===== config.mk =====
export PLATFORM = sky130hd
export DESIGN_NAME = icy_metadata_demux
export DESIGN_NICKNAME = d
export VERILOG_FILES = /design/src/rtl/core/icy_pkg.sv /design/src/rtl/core/icy_metadata_demux.sv /design/src/rtl/core/icy_parser.sv /design/src/rtl/core/icy_result_reg.sv
export SDC_FILE = /design/constraint.sdc
export NUM_CORES = 1
export LEC_CHECK = 0
export BUFFER_PORTS_ARGS = -buffer_cell sky130_fd_sc_hd__buf_2
export CORE_ASPECT_RATIO = 0.9
export CORE_MARGIN = 2
export CORE_UTILIZATION = 59
export CTS_CLUSTER_DIAMETER = 60
export CTS_CLUSTER_SIZE = 24
export DETAILED_ROUTE_END_ITERATION = 10
export PLACE_DENSITY = 0.8
export SYNTH_ARGS = -nofsm -noshare
export SYNTH_HDL_FRONTEND = slang
export SYNTH_SLANG_ARGS = --single-unit

===== constraint.sdc =====
create_clock -name clk -period 5.1 [get_ports clk]
set_input_delay 0 -clock clk [delete_from_list [all_inputs] [get_ports clk]]
set_output_delay 0 -clock clk [all_outputs]
set_load 0.01 [all_outputs]

===== src/rtl/core/icy_pkg.sv =====
`default_nettype none

package icy_pkg;

  // Largest metadata block, length byte included
  localparam int unsigned META_LIMIT = 1024;

  localparam int unsigned BYTE_W     = 8;
  localparam int unsigned INTERVAL_W = 16;
  localparam int unsigned REMAIN_W   = 12;
  localparam int unsigned KIND_W     = 2;

  // Result kind codes
  localparam logic [KIND_W-1:0] KIND_AUDIO = 2'd0;
  localparam logic [KIND_W-1:0] KIND_META  = 2'd1;
  localparam logic [KIND_W-1:0] KIND_ERR   = 2'd2;

  // Parser phase, one-hot
  typedef enum logic [3:0] {
    PH_AUDIO = 4'b0001,
    PH_LEN   = 4'b0010,
    PH_META  = 4'b0100,
    PH_DEAD  = 4'b1000
  } phase_t;

  // One result item
  typedef struct packed {
    logic [BYTE_W-1:0] out_byte;
    logic [KIND_W-1:0] kind;
    logic              meta_last;
  } result_t;

  // Parser status seen by the top level checks
  typedef struct packed {
    phase_t              phase;
    logic [REMAIN_W-1:0] meta_remaining;
  } parse_status_t;

endpackage

`default_nettype wire


===== src/rtl/core/icy_metadata_demux.sv =====
`default_nettype none

// ICY metadata splitter. Takes stream body bytes one per transfer and passes
// them on tagged as audio or metadata; the length byte ahead of each
// metadata block is consumed, the last metadata byte of a block has
// meta_last set, and an oversized block gives one error result after which
// everything is dropped until a byte with restart set. One byte is accepted
// every clock cycle when the output side keeps up; a byte passes through
// the input register, then the result register, before its result is
// offered. The rate is set by the parser's counter and phase update,
// which are computed combinationally for each byte.
// Write audio_interval only while no bytes are in flight; zero disables
// splitting. packet_last is accepted but has no effect on parsing.
module icy_metadata_demux import icy_pkg::*; (
  input  wire logic                  clk,
  input  wire logic                  rst,
  input  wire logic                  cfg_we,
  input  wire logic [INTERVAL_W-1:0] cfg_data,
  input  wire logic                  in_valid,
  output logic                       in_ready,
  input  wire logic [BYTE_W-1:0]     in_byte,
  input  wire logic                  restart,
  input  wire logic                  packet_last,
  output logic                       out_valid,
  input  wire logic                  out_ready,
  output logic [BYTE_W-1:0]          out_byte,
  output logic [KIND_W-1:0]          kind,
  output logic                       meta_last
);

  logic [INTERVAL_W-1:0] audio_interval;
  logic                  s1_valid;
  logic [BYTE_W-1:0]     s1_byte;
  logic                  s1_restart;
  logic                  advance;
  result_t               res;
  logic                  res_valid;
  parse_status_t         status;

  // Config register
  always_ff @(posedge clk) begin
    if (rst) begin
      audio_interval <= '0;
    end else if (cfg_we) begin
      audio_interval <= cfg_data;
    end
  end

  // Input stage moves on whenever the result register is free or draining
  assign advance  = s1_valid && (!out_valid || out_ready);
  assign in_ready = !s1_valid || advance;

  always_ff @(posedge clk) begin
    if (rst) begin
      s1_valid <= 1'b0;
    end else if (in_ready) begin
      s1_valid <= in_valid;
    end
  end

  always_ff @(posedge clk) begin
    if (in_valid && in_ready) begin
      s1_byte    <= in_byte;
      s1_restart <= restart;
    end
  end

  icy_parser u_parser (
    .clk            (clk),
    .rst            (rst),
    .audio_interval (audio_interval),
    .advance        (advance),
    .in_byte        (s1_byte),
    .restart        (s1_restart),
    .res            (res),
    .res_valid      (res_valid),
    .status         (status)
  );

  icy_result_reg u_result (
    .clk       (clk),
    .rst       (rst),
    .load      (advance),
    .res_valid (res_valid),
    .res       (res),
    .out_ready (out_ready),
    .out_valid (out_valid),
    .out_byte  (out_byte),
    .kind      (kind),
    .meta_last (meta_last)
  );

  // Checks
  a_err_payload: assert property (@(posedge clk) disable iff (rst)
    out_valid && kind == KIND_ERR |-> out_byte == '0 && !meta_last)
    else $error("error result with nonzero payload");

  a_last_is_meta: assert property (@(posedge clk) disable iff (rst)
    out_valid && meta_last |-> kind == KIND_META)
    else $error("meta_last on a non-metadata result");

  a_kind_legal: assert property (@(posedge clk) disable iff (rst)
    out_valid |-> kind == KIND_AUDIO || kind == KIND_META || kind == KIND_ERR)
    else $error("undefined result kind");

  a_meta_count: assert property (@(posedge clk) disable iff (rst)
    status.phase == PH_META |-> status.meta_remaining != '0)
    else $error("metadata phase with no bytes remaining");

endmodule

`default_nettype wire


===== src/rtl/core/icy_parser.sv =====
`default_nettype none

module icy_parser import icy_pkg::*; (
  input  wire logic                  clk,
  input  wire logic                  rst,
  input  wire logic [INTERVAL_W-1:0] audio_interval,
  input  wire logic                  advance,
  input  wire logic [BYTE_W-1:0]     in_byte,
  input  wire logic                  restart,
  output result_t                    res,
  output logic                       res_valid,
  output parse_status_t              status
);

  phase_t                phase, phase_next;
  logic [INTERVAL_W-1:0] audio_count, audio_count_next;
  logic [REMAIN_W-1:0]   meta_remaining, meta_remaining_next;

  phase_t                ph;
  logic [INTERVAL_W-1:0] cnt;
  logic [INTERVAL_W-1:0] cnt_inc;
  logic [REMAIN_W-1:0]   rem;
  logic [REMAIN_W-1:0]   len;
  logic [REMAIN_W:0]     block_size;

  // Restart clears the state ahead of this byte
  always_comb begin
    ph         = restart ? PH_AUDIO : phase;
    cnt        = restart ? '0 : audio_count;
    rem        = restart ? '0 : meta_remaining;
    cnt_inc    = cnt + 1'b1;
    len        = {in_byte, 4'b0000};
    block_size = {1'b0, len} + 1'b1;
  end

  // Classify the byte and compute the next state
  always_comb begin
    phase_next          = ph;
    audio_count_next    = cnt;
    meta_remaining_next = rem;
    res_valid           = 1'b0;
    res                 = '{out_byte: in_byte, kind: KIND_AUDIO, meta_last: 1'b0};
    if (ph != PH_DEAD && audio_interval == '0) begin
      // splitting off: plain pass-through
      res_valid = 1'b1;
    end else begin
      unique case (ph)
        PH_AUDIO: begin
          res_valid = 1'b1;
          if (cnt_inc >= audio_interval) begin
            audio_count_next = '0;
            phase_next       = PH_LEN;
          end else begin
            audio_count_next = cnt_inc;
          end
        end
        PH_LEN: begin
          if (block_size > (REMAIN_W+1)'(META_LIMIT)) begin
            phase_next = PH_DEAD;
            res_valid  = 1'b1;
            res        = '{out_byte: '0, kind: KIND_ERR, meta_last: 1'b0};
          end else if (len == '0) begin
            phase_next = PH_AUDIO;
          end else begin
            meta_remaining_next = len;
            phase_next          = PH_META;
          end
        end
        PH_META: begin
          res_valid = 1'b1;
          res.kind  = KIND_META;
          if (rem <= REMAIN_W'(1)) begin
            meta_remaining_next = '0;
            phase_next          = PH_AUDIO;
            res.meta_last       = 1'b1;
          end else begin
            meta_remaining_next = rem - 1'b1;
          end
        end
        PH_DEAD: begin
          // drop until restart
        end
        default: begin
          phase_next = PH_AUDIO;
        end
      endcase
    end
  end

  // State registers, updated once per transfer out of the input stage
  always_ff @(posedge clk) begin
    if (rst) begin
      phase          <= PH_AUDIO;
      audio_count    <= '0;
      meta_remaining <= '0;
    end else if (advance) begin
      phase          <= phase_next;
      audio_count    <= audio_count_next;
      meta_remaining <= meta_remaining_next;
    end
  end

  assign status = '{phase: phase, meta_remaining: meta_remaining};

endmodule

`default_nettype wire


===== src/rtl/core/icy_result_reg.sv =====
`default_nettype none

module icy_result_reg import icy_pkg::*; (
  input  wire logic              clk,
  input  wire logic              rst,
  input  wire logic              load,
  input  wire logic              res_valid,
  input  wire result_t           res,
  input  wire logic              out_ready,
  output logic                   out_valid,
  output logic [BYTE_W-1:0]      out_byte,
  output logic [KIND_W-1:0]      kind,
  output logic                   meta_last
);

  result_t held;

  // Valid flag: set on a load with a result, cleared on transfer or on a load without one
  always_ff @(posedge clk) begin
    if (rst) begin
      out_valid <= 1'b0;
    end else if (load) begin
      out_valid <= res_valid;
    end else if (out_ready) begin
      out_valid <= 1'b0;
    end
  end

  // Payload
  always_ff @(posedge clk) begin
    if (load) begin
      held <= res;
    end
  end

  assign out_byte  = held.out_byte;
  assign kind      = held.kind;
  assign meta_last = held.meta_last;

endmodule

`default_nettype wire


==> flow_summary.yaml, run 1 <==
outcome:
  status: "finished clean"
routing:
  wl_per_cell_um: 15.4
  viasPerCell: 6.00
  detail-route-antenna-nets: 0
  num_vias: 3584
  firstDrtPassIters: 5
  drt_wl_total_um: 9180
  drcViolationCount: 0
  drt_iter0_drc: 274
die:
  dieArea_sq_um: 7310
  die_y_um: 81.3
  num_io_pins: 44
  rows: 28
  core_area_sq_um: 6520
  die_w_um: 89.9
  start_util_pct: 60.1
flow_run:
  drv_cap: 0
final_layout:
  finalNonFillerCells: 597
  nets: 552
  antenna_cells: 0
  final_common_cell: "nor2_1"
  layout-drive-gt1-share_pct: 14.0
  nFillCells: 516
  areaGrowthSynthToFinish_pct: 18.5
  final_cell_mix: "53 x nor2_1, 50 x dfxtp_1, 42 x buf_2"
critical_path:
  reg2reg_depth: 14
  rrSetupSlack_ps: 1020
  path_class: "reg2reg"
  r2r-start: "s1_restart"
  r2r-end: "u_parser.audio_count[14]"
  critPathArrivalTime_ps: 4340
  crit_fanout: 14
  worstSetupEndpointType: "flip-flop"
  cp.required_ps: 5360
  startpoint_type: "flip-flop"
clock_network:
  cts_root_buf: "clkbuf_8"
  cts_max_path_buffers: 2
  htreeDepth: 3
  post_cts_buffers: 0
  cts_tree: "built"
  hold_buffers: 28
  clk_pin_slew_worst_paths_ps: 80
  cts.sinks: 70
  clk_latency_ps: 370
  numCtsBuffers: 9
  cts_resized: 0
sta:
  fin_ws_ps: 1020
  min_period_ps: 4080
  fmax_ghz: 0.245
  finalCritPeriodShare_pct: 80.1
  finalMaxSlewViolations: 0
  skew_ps: 8.69
  worst_pin_slew_ps: 1120
  max_slew_margin_pct: 25.4
  hold_viol_final: 0
  setup_tns_ps: 0
  grt_setup_unrepaired: "no"
  setup-violations-final: 0
place:
  dp_cells: 553
  place_congestion: 0.923
  portBuffers: 42
  place_ws_ps: 1160
  dp_hpwl_um: 6310
yosys:
  synth_top_area_share_pct: 25.6
  synth-edff-count: 20
  synthAdderAreaFrac_pct: 6.07
  yosys.area.top_type: "dfxtp_1"
  synth_nets: 486
  synth.area.mux_share_pct: 4.09
  synth.ff_latch_count: 70
  synth_area_sq_um: 3920
  synth-compound-area-share_pct: 18.7
  synth-simple-area-share_pct: 21.9
  ys_seq_area_share_pct: 40.9
  syn_inst: 436
  synth_ff_type: "dfxtp_1"
  ys_warn_count: 0
  synth_cell_types: 60
  synth.area.top_cells: "dfxtp_1 26%, edfxtp_1 15%, ha_1 6.1%"
  async_flop_share_pct: 0
  syn_avg_cell_area_sq_um: 8.99
  synth_xor_xnor_area_share_pct: 3.80
  synth_top_family_by_area: "simple AND/OR/NAND/NOR gates"
pwr:
  p_leak_nw: 1.89
  ir_drop_mv: 0.167
  power_mw: 1.16
  powerDensity_nw_per_um2: 250
grt:
  grt_max_degree: 37
  grt_pass1_wl_um: 15300
  grt-ovfl-total: 0
  grt_pass1_vias: 3191
  grt_usage_pct: 26.3
  antenna_found_initial: 0
worst_hold_path:
  hold_class: "in2reg"
  min_to: "s1_valid"
  hp-start: "rst"
  min_path_cells: 2
kinds of logic (layout without fill, tap and decap cells):
family,Yosys count,count (layout)
flops,70,70
fa+ha+maj,19,19
buf+inv,45,116
xor+xnor,17,17
compound gates,104,104
mux,16,16
simple gates,165,165
per-layer routing:
layer	vias up	share of wire, %	global-route usage, %	wire (um)
li1	1729	-	-	-
met1	1677	45	35.5	4130
met2	165	45	41.1	4150
met3	13	8.3	7.42	761
met4	0	1.4	9.23	133
met5	-	0	0	0
cells in the mapped netlist (8+ instances only):
master,number
nand3_1,8
ha_1,19
nand4_1,9
dfxtp_1,50
a22o_1,15
edfxtp_1,20
inv_1,27
nand2_1,29
nor4_1,11
clkbuf_1,11
nor2_1,53
and2_1,11
o21ai_0,21
xor2_1,8
a21oi_1,23
xnor2_1,9
mux2i_1,16
power by group:
group          switching (mW)  total [mW]  internal (mW)
combinational          0.0740       0.134         0.0597
clock                   0.239       0.421          0.182
sequential             0.0147       0.607          0.592
worst max-delay path, cell delays in order, from the launching register on:
cell and delay (ps):
edfxtp_1 510, nor2b_1 250, ha_1 230, nand3_1 150, nor3_2 510, nand3_1 250
xnor2_1 210, ha_1 290, and4_1 210, nand3_1 140, o41ai_2 650, nor4_2 100
buf_4 210, a31oi_1 170, o21ai_0 90
registers in the layout (all words and copies together), names as in the netlist:
name	cells
s1_restart	1
u_result.out_valid	1
u_result.kind	2
s1_valid	1
audio_interval	16
u_parser.meta_remaining	12
u_result.out_byte	8
s1_byte	8
u_parser.phase	4
u_parser.audio_count	16
u_result.meta_last	1
worst max path at each step:
stage / to / cells after the start / slack (ps) / from
6_report: u_parser.audio_count[14] / 14 / 1020 / s1_restart
5_1_grt: u_parser.audio_count[14] / 14 / 770 / s1_restart
4_1_cts: u_parser.audio_count[14] / 14 / 1130 / s1_restart
3_5_place_dp: u_parser.audio_count[14] / 14 / 1160 / s1_restart
3_3_place_gp: u_parser.audio_count[14] / 15 / 1280 / s1_restart
2_1_floorplan: u_parser.audio_count[5] / 17 / 1330 / s1_restart
final cells by class:
class | count | area (sq um) | share of cell area, %
inverters | 27 | 101 | 2.18
multi-input cells | 321 | 2140 | 46.0
clock inverters | 7 | 55.1 | 1.19
clock buffers | 9 | 124 | 2.67
repair buffers | 73 | 513 | 11.0
flip-flops and latches | 70 | 1600 | 34.5
well taps | 90 | 113 | 2.43
per-stage QoR:
stage	area, sq um	util, %	hold slack, ps
after floorplan	3920	-	98.9
after global placement	4180	64.2	176
after detailed placement	4180	64.2	178
after CTS	4640	71.3	145
after global routing	4640	71.3	175
final	4640	71.3	157
Power figures use the tool's default switching activity.
==> run 2: changes to the inputs <==
--- a/config.mk
+++ b/config.mk
@@ -8,11 +8,11 @@
 export BUFFER_PORTS_ARGS = -buffer_cell sky130_fd_sc_hd__buf_2
 export CORE_ASPECT_RATIO = 0.9
 export CORE_MARGIN = 2
-export CORE_UTILIZATION = 59
+export CORE_UTILIZATION = 53
 export CTS_CLUSTER_DIAMETER = 60
 export CTS_CLUSTER_SIZE = 24
 export DETAILED_ROUTE_END_ITERATION = 10
-export PLACE_DENSITY = 0.8
+export PLACE_DENSITY = 0.76
 export SYNTH_ARGS = -nofsm -noshare
 export SYNTH_HDL_FRONTEND = slang
 export SYNTH_SLANG_ARGS = --single-unit
==> constraint.sdc (replaced) <==
create_clock -name clk -period 3.54 [get_ports clk]
set_input_delay 0 -clock clk [delete_from_list [all_inputs] [get_ports clk]]
set_output_delay 0 -clock clk [all_outputs]
set_load 0.01 [all_outputs]
==> flow_summary.yaml, run 2 (synthesis gave the netlist of run 1 again) <==
final_layout:
  nets: 569
  antenna_cells: 0
  areaGrowthSynthToFinish_pct: 24.5
  final_util_pct: 68.6
  final_common_cell: "nor2_1"
  nFillCells: 563
  largest_registers: "audio_interval: 16 flops, u_parser.audio_count: 16 flops, u_parser.meta_remaining: 12 flops"
  layout-drive-gt1-share_pct: 18.1
  final_cell_mix: "52 x nor2_1, 50 x dfxtp_1, 42 x buf_2"
outcome:
  status: "finished clean"
critical_path:
  max_stage_delay_ps: 470
  r2r-end: "u_parser.audio_count[6]"
  path_class: "reg2reg"
  rrSetupSlack_ps: 70
  crit_slowest_cell: "edfxtp_1"
  crit_fanout: 10
  worstSetupEndpointType: "flip-flop"
  cp.required_ps: 3790
  path_delay_family: "simple AND/OR/NAND/NOR gates"
  reg2reg_depth: 14
  critPathArrivalTime_ps: 3720
  startpoint_type: "flip-flop"
  cp-endpoint: "u_parser.audio_count[6]"
  path_depth: 14
  r2r-start: "s1_restart"
  worst-path-buf-inv: 2
  crit_chain: "buf_4, nand2b_1, nor2_1, nand4_1, xor2_1, nor2_1, ha_1, and4_1, nand3_2, o41ai_4, buf_4, nor3_4, nand4_1, a311oi_1"
  startpoint: "s1_restart"
flow_run:
  drv_cap: 0
routing:
  drcViolationCount: 0
  wl_per_cell_um: 15.7
  detail-route-antenna-nets: 0
  firstDrtPassIters: 5
  drt_iter0_drc: 368
  drt_wl_total_um: 9710
  num_vias: 3587
  viasPerCell: 5.81
worst_hold_path:
  hp-start: "cfg_we"
  min_path_cells: 3
  hold_class: "in2reg"
pwr:
  switching_share_pct: 25.2
  p_int_mw: 1.35
  p_leak_nw: 2.03
  switching_power_uw: 456
  powerDensity_nw_per_um2: 371
  p_clk_share_pct: 39.5
  p_comb_share_pct: 12.3
  ir_drop_mv: 0.289
  power_mw: 1.81
  seq_power_share_pct: 48.2
sta:
  setup-violations-final: 0
  min_period_ps: 3470
  worst_pin_slew_ps: 1140
  finalCritPeriodShare_pct: 98.0
  whs_ps: 180
  fmax_ghz: 0.288
  finalMaxSlewViolations: 0
  max_slew_margin_pct: 24.3
  hold_viol_final: 0
  skew_ps: 8.58
  setup_tns_ps: 0
place:
  place_congestion: 0.927
  portBuffers: 42
  dp_hpwl_um: 6570
die:
  num_io_pins: 44
  core_area_sq_um: 7110
  dieArea_sq_um: 8100
  die_y_um: 85.6
  rows: 29
  start_util_pct: 55.1
  die_w_um: 94.6
clock_network:
  cts.sinks: 70
  cts_tree: "built"
  clk_pin_slew_worst_paths_ps: 80
  cts_max_path_buffers: 2
  cts_root_buf: "clkbuf_8"
  htreeDepth: 3
  clk_latency_ps: 350
  numCtsBuffers: 9
grt:
  antenna_found_initial: 0
  grt_pass1_vias: 3350
  grt-ovfl-total: 0
  grt_pass1_wl_um: 15900
  grt_usage_pct: 25.0
  grt_max_degree: 37
## run 2: worst min-delay path by stage
stage,endpoint
6_report,audio_interval[0]
5_1_grt,audio_interval[0]
4_1_cts,u_parser.audio_count[0]
3_5_place_dp,s1_byte[4]
3_3_place_gp,s1_byte[7]
2_1_floorplan,s1_byte[0]
## run 2: final cells by class
type	instances	area, sq um	area share (%)
Tap cell	93	116	2.39
Timing Repair Buffer	90	641	13.1
Sequential cell	70	1600	32.8
Clock buffer	9	124	2.54
Clock inverter	7	98.8	2.03
Multi-Input combinational cell	321	2200	45.0
Inverter	27	101	2.08
## run 2: power groups by stage
stage | clock network [mW] | registers (mW) | logic, mW
after floorplan | 0 | 0.888 | 0.117
after global placement | 0 | 0.889 | 0.180
after detailed placement | 0 | 0.890 | 0.185
after CTS | 0.729 | 0.872 | 0.212
after global routing | 0.765 | 0.877 | 0.242
final | 0.715 | 0.873 | 0.222
## run 2: routing by layer
| layer | track usage (%) | up-vias | share of wire (%) |
|---|---|---|---|
| met5 | 0 | - | 0 |
| met1 | 36.7 | 1651 | 46 |
| met4 | 6.46 | 0 | 1.3 |
| li1 | - | 1755 | - |
| met3 | 5.71 | 17 | 7.9 |
| met2 | 37.4 | 164 | 45 |
## run 2: timing repair
| action | 4_1_cts | 5_1_grt |
|---|---|---|
| setup buffers | 2 | 3 |
| pin swaps | 1 | 3 |
| endpoints found under the setup margin | 1 | 4 |
| gates resized for setup | 0 | 6 |
| hold buffers | 28 | 0 |
| hold endpoints to repair | 27 | 0 |
## run 2: metrics by stage
stage / cells / area, sq um / setup slack, ps
global placement: 568 / 4310 / 137
finish: 617 / 4880 / 71.1
detailed placement: 568 / 4310 / -60.5
floorplan: 436 / 3950 / 14.4
global route: 617 / 4880 / -116
CTS: 614 / 4830 / 83.4
## run 2: tightest hold or removal path, stage by stage
cell	delay, ps
buf_2	250
mux2i_1	170
nor2_1	70
==> run 3: changes to the inputs <==
--- a/config.mk
+++ b/config.mk
@@ -8,11 +8,12 @@
 export BUFFER_PORTS_ARGS = -buffer_cell sky130_fd_sc_hd__buf_2
 export CORE_ASPECT_RATIO = 0.9
 export CORE_MARGIN = 2
-export CORE_UTILIZATION = 53
+export CORE_UTILIZATION = 59
 export CTS_CLUSTER_DIAMETER = 60
 export CTS_CLUSTER_SIZE = 24
 export DETAILED_ROUTE_END_ITERATION = 10
-export PLACE_DENSITY = 0.76
+export MAX_ROUTING_LAYER = met4
+export PLACE_DENSITY = 0.8
 export SYNTH_ARGS = -nofsm -noshare
 export SYNTH_HDL_FRONTEND = slang
 export SYNTH_SLANG_ARGS = --single-unit
==> constraint.sdc (replaced) <==
create_clock -name clk -period 3.6 [get_ports clk]
set_input_delay 0 -clock clk [delete_from_list [all_inputs] [get_ports clk]]
set_output_delay 0 -clock clk [all_outputs]
set_load 0.01 [all_outputs]
==> flow_summary.yaml, run 3 (synthesis gave the netlist of run 1 again) <==
outcome:
  status: "finished clean"
routing:
  firstDrtPassIters: 5
  drt_wl_total_um: 9790
  wl_per_cell_um: 16.1
  drt_iter0_drc: 266
  drcViolationCount: 0
  detail-route-antenna-nets: 0
  viasPerCell: 5.94
  num_vias: 3606
pwr:
  switching_power_uw: 457
  powerDensity_nw_per_um2: 383
  p_comb_share_pct: 11.6
  p_int_mw: 1.40
  p_clk_share_pct: 42.2
  switching_share_pct: 24.6
  p_leak_nw: 2.00
  seq_power_share_pct: 46.3
  ir_drop_mv: 0.242
critical_path:
  startpoint: "s1_restart"
  startpoint_type: "flip-flop"
  worstSetupEndpointType: "flip-flop"
  cp.required_ps: 3860
  cp-endpoint: "u_parser.phase[1]"
  crit_chain: "nor2b_2, ha_2, nand3_4, nor3_4, and4_1, xnor2_1, nor2_1, ha_1, and3_1, nand3_2, o41ai_4, nor3_2, buf_4, a2bb2oi_1, a211oi_1"
  max_stage_delay_ps: 510
  critPathArrivalTime_ps: 3780
  r2r-end: "u_parser.phase[1]"
  r2r-start: "s1_restart"
  crit_slowest_cell: "edfxtp_1"
  path_class: "reg2reg"
  reg2reg_depth: 15
  crit_fanout: 5
  rrSetupSlack_ps: 80
sta:
  skew_ps: 12.0
  min_period_ps: 3520
  hold_viol_final: 0
  finalMaxSlewViolations: 0
  finalCritPeriodShare_pct: 97.7
  worst_pin_slew_ps: 1100
  fmax_ghz: 0.284
  fin_ws_ps: 84.4
  grt_setup_unrepaired: "yes"
  max_slew_margin_pct: 26.8
  setup-violations-final: 0
final_layout:
  antenna_cells: 0
  nFillCells: 489
  final_common_cell: "nor2_1"
  nets: 562
  multi_input_area_sq_um: 2200
  final_cell_mix: "52 x nor2_1, 50 x dfxtp_1, 42 x buf_2"
  areaGrowthSynthToFinish_pct: 23.9
  largest_registers: "audio_interval: 16 flops, u_parser.audio_count: 16 flops, u_parser.meta_remaining: 12 flops"
  regArea_sq_um: 1600
  layout-drive-gt1-share_pct: 17.6
  finalNonFillerCells: 607
worst_hold_path:
  hold_class: "in2reg"
  hp-start: "cfg_we"
clock_network:
  cts_max_path_buffers: 2
  htreeDepth: 3
  clk_latency_ps: 350
  cts_tree: "built"
  cts.sinks: 70
  cts_root_buf: "clkbuf_8"
  numCtsBuffers: 9
  clk_pin_slew_worst_paths_ps: 80
place:
  dp_cells: 559
  portBuffers: 42
  dp_hpwl_um: 6380
  place_ws_ps: 115
  place_congestion: 0.923
die:
  die_y_um: 81.3
  dieArea_sq_um: 7310
  rows: 28
  core_area_sq_um: 6520
  die_w_um: 89.9
  start_util_pct: 60.1
  num_io_pins: 44
grt:
  grt_pass1_wl_um: 15600
  grt-ovfl-total: 0
  grt_pass1_vias: 3380
  antenna_found_initial: 0
  grt_usage_pct: 27.4
  grt_max_degree: 37
flow_run:
  drv_cap: 0
-- run 3: cell count changes in the layout (fill, tap and decap cells not counted), sizes merged --
cell / delta
buf: -7
bufinv: +1
clkinv: -1
clkinvlp: -1
inv: +1
-- run 3: power by group through the flow --
stage	combinational (mW)	sequential, mW	clock [mW]
after floorplan	0.114	0.873	0
after global placement	0.167	0.875	0
after detailed placement	0.173	0.876	0
after CTS	0.198	0.858	0.789
after global routing	0.235	0.862	0.818
final	0.215	0.859	0.783
-- run 3: metal layers --
| layer | share of wire (%) | vias to the layer above | GRT usage, % |
|---|---|---|---|
| met3 | 6.8 | 25 | 4.55 |
| met5 | 0 | - | - |
| met4 | 2.4 | 0 | 10.9 |
| met1 | 45 | 1683 | 35.4 |
| li1 | - | 1741 | - |
| met2 | 46 | 157 | 43.9 |
-- run 3: area by class of cell --
class	instances	area share (%)
multi-input combinational	321	45.4
sequential	70	33.0
timing repair buffer	83	12.1
clock buffer	9	2.55
clock inverter	7	2.50
tap	90	2.32
inverter	27	2.09
-- run 3: per-stage QoR --
step | hold slack (ps) | TNS (ps) | util [%] | cell area (sq um) | power, mW
finish | 186 | 0 | 74.5 | 4850 | 1.86
global route | 219 | -119 | 74.5 | 4850 | 1.92
CTS | 166 | 0 | 73.2 | 4770 | 1.85
detailed placement | 178 | 0 | 65.2 | 4250 | 1.05
global placement | 176 | 0 | 65.2 | 4250 | 1.04
floorplan | 98.9 | 0 | - | 3940 | 0.987
-- run 3: repair_timing --
action / 4_1_cts / 5_1_grt
setup buffers: 0 / 4
gates resized for setup: 0 / 11
endpoints found under the hold margin: 27 / 0
setup endpoints to repair: 0 / 18
hold buffers: 28 / 0
-- run 3: worst min path at each step --
stage                    endpoint  slack (ps)  depth (start not counted)
2_1_floorplan          s1_byte[0]         100                          0
3_3_place_gp           s1_byte[4]         180                          1
3_5_place_dp           s1_byte[6]         180                          1
4_1_cts                  s1_valid         170                          2
5_1_grt        audio_interval[15]         220                          3
6_report        audio_interval[6]         190                          3
-- run 3: critical path: cells and delay by family, from the launching register on --
kind | cells | cell delay (ps)
adder cells (fa/ha/maj) | 2 | 520
buffers and inverters | 1 | 170
AO/OA/AOI/OAI | 3 | 840
flip-flops | 1 | 510
XOR/XNOR | 1 | 120
AND/OR/NAND/NOR | 8 | 1260
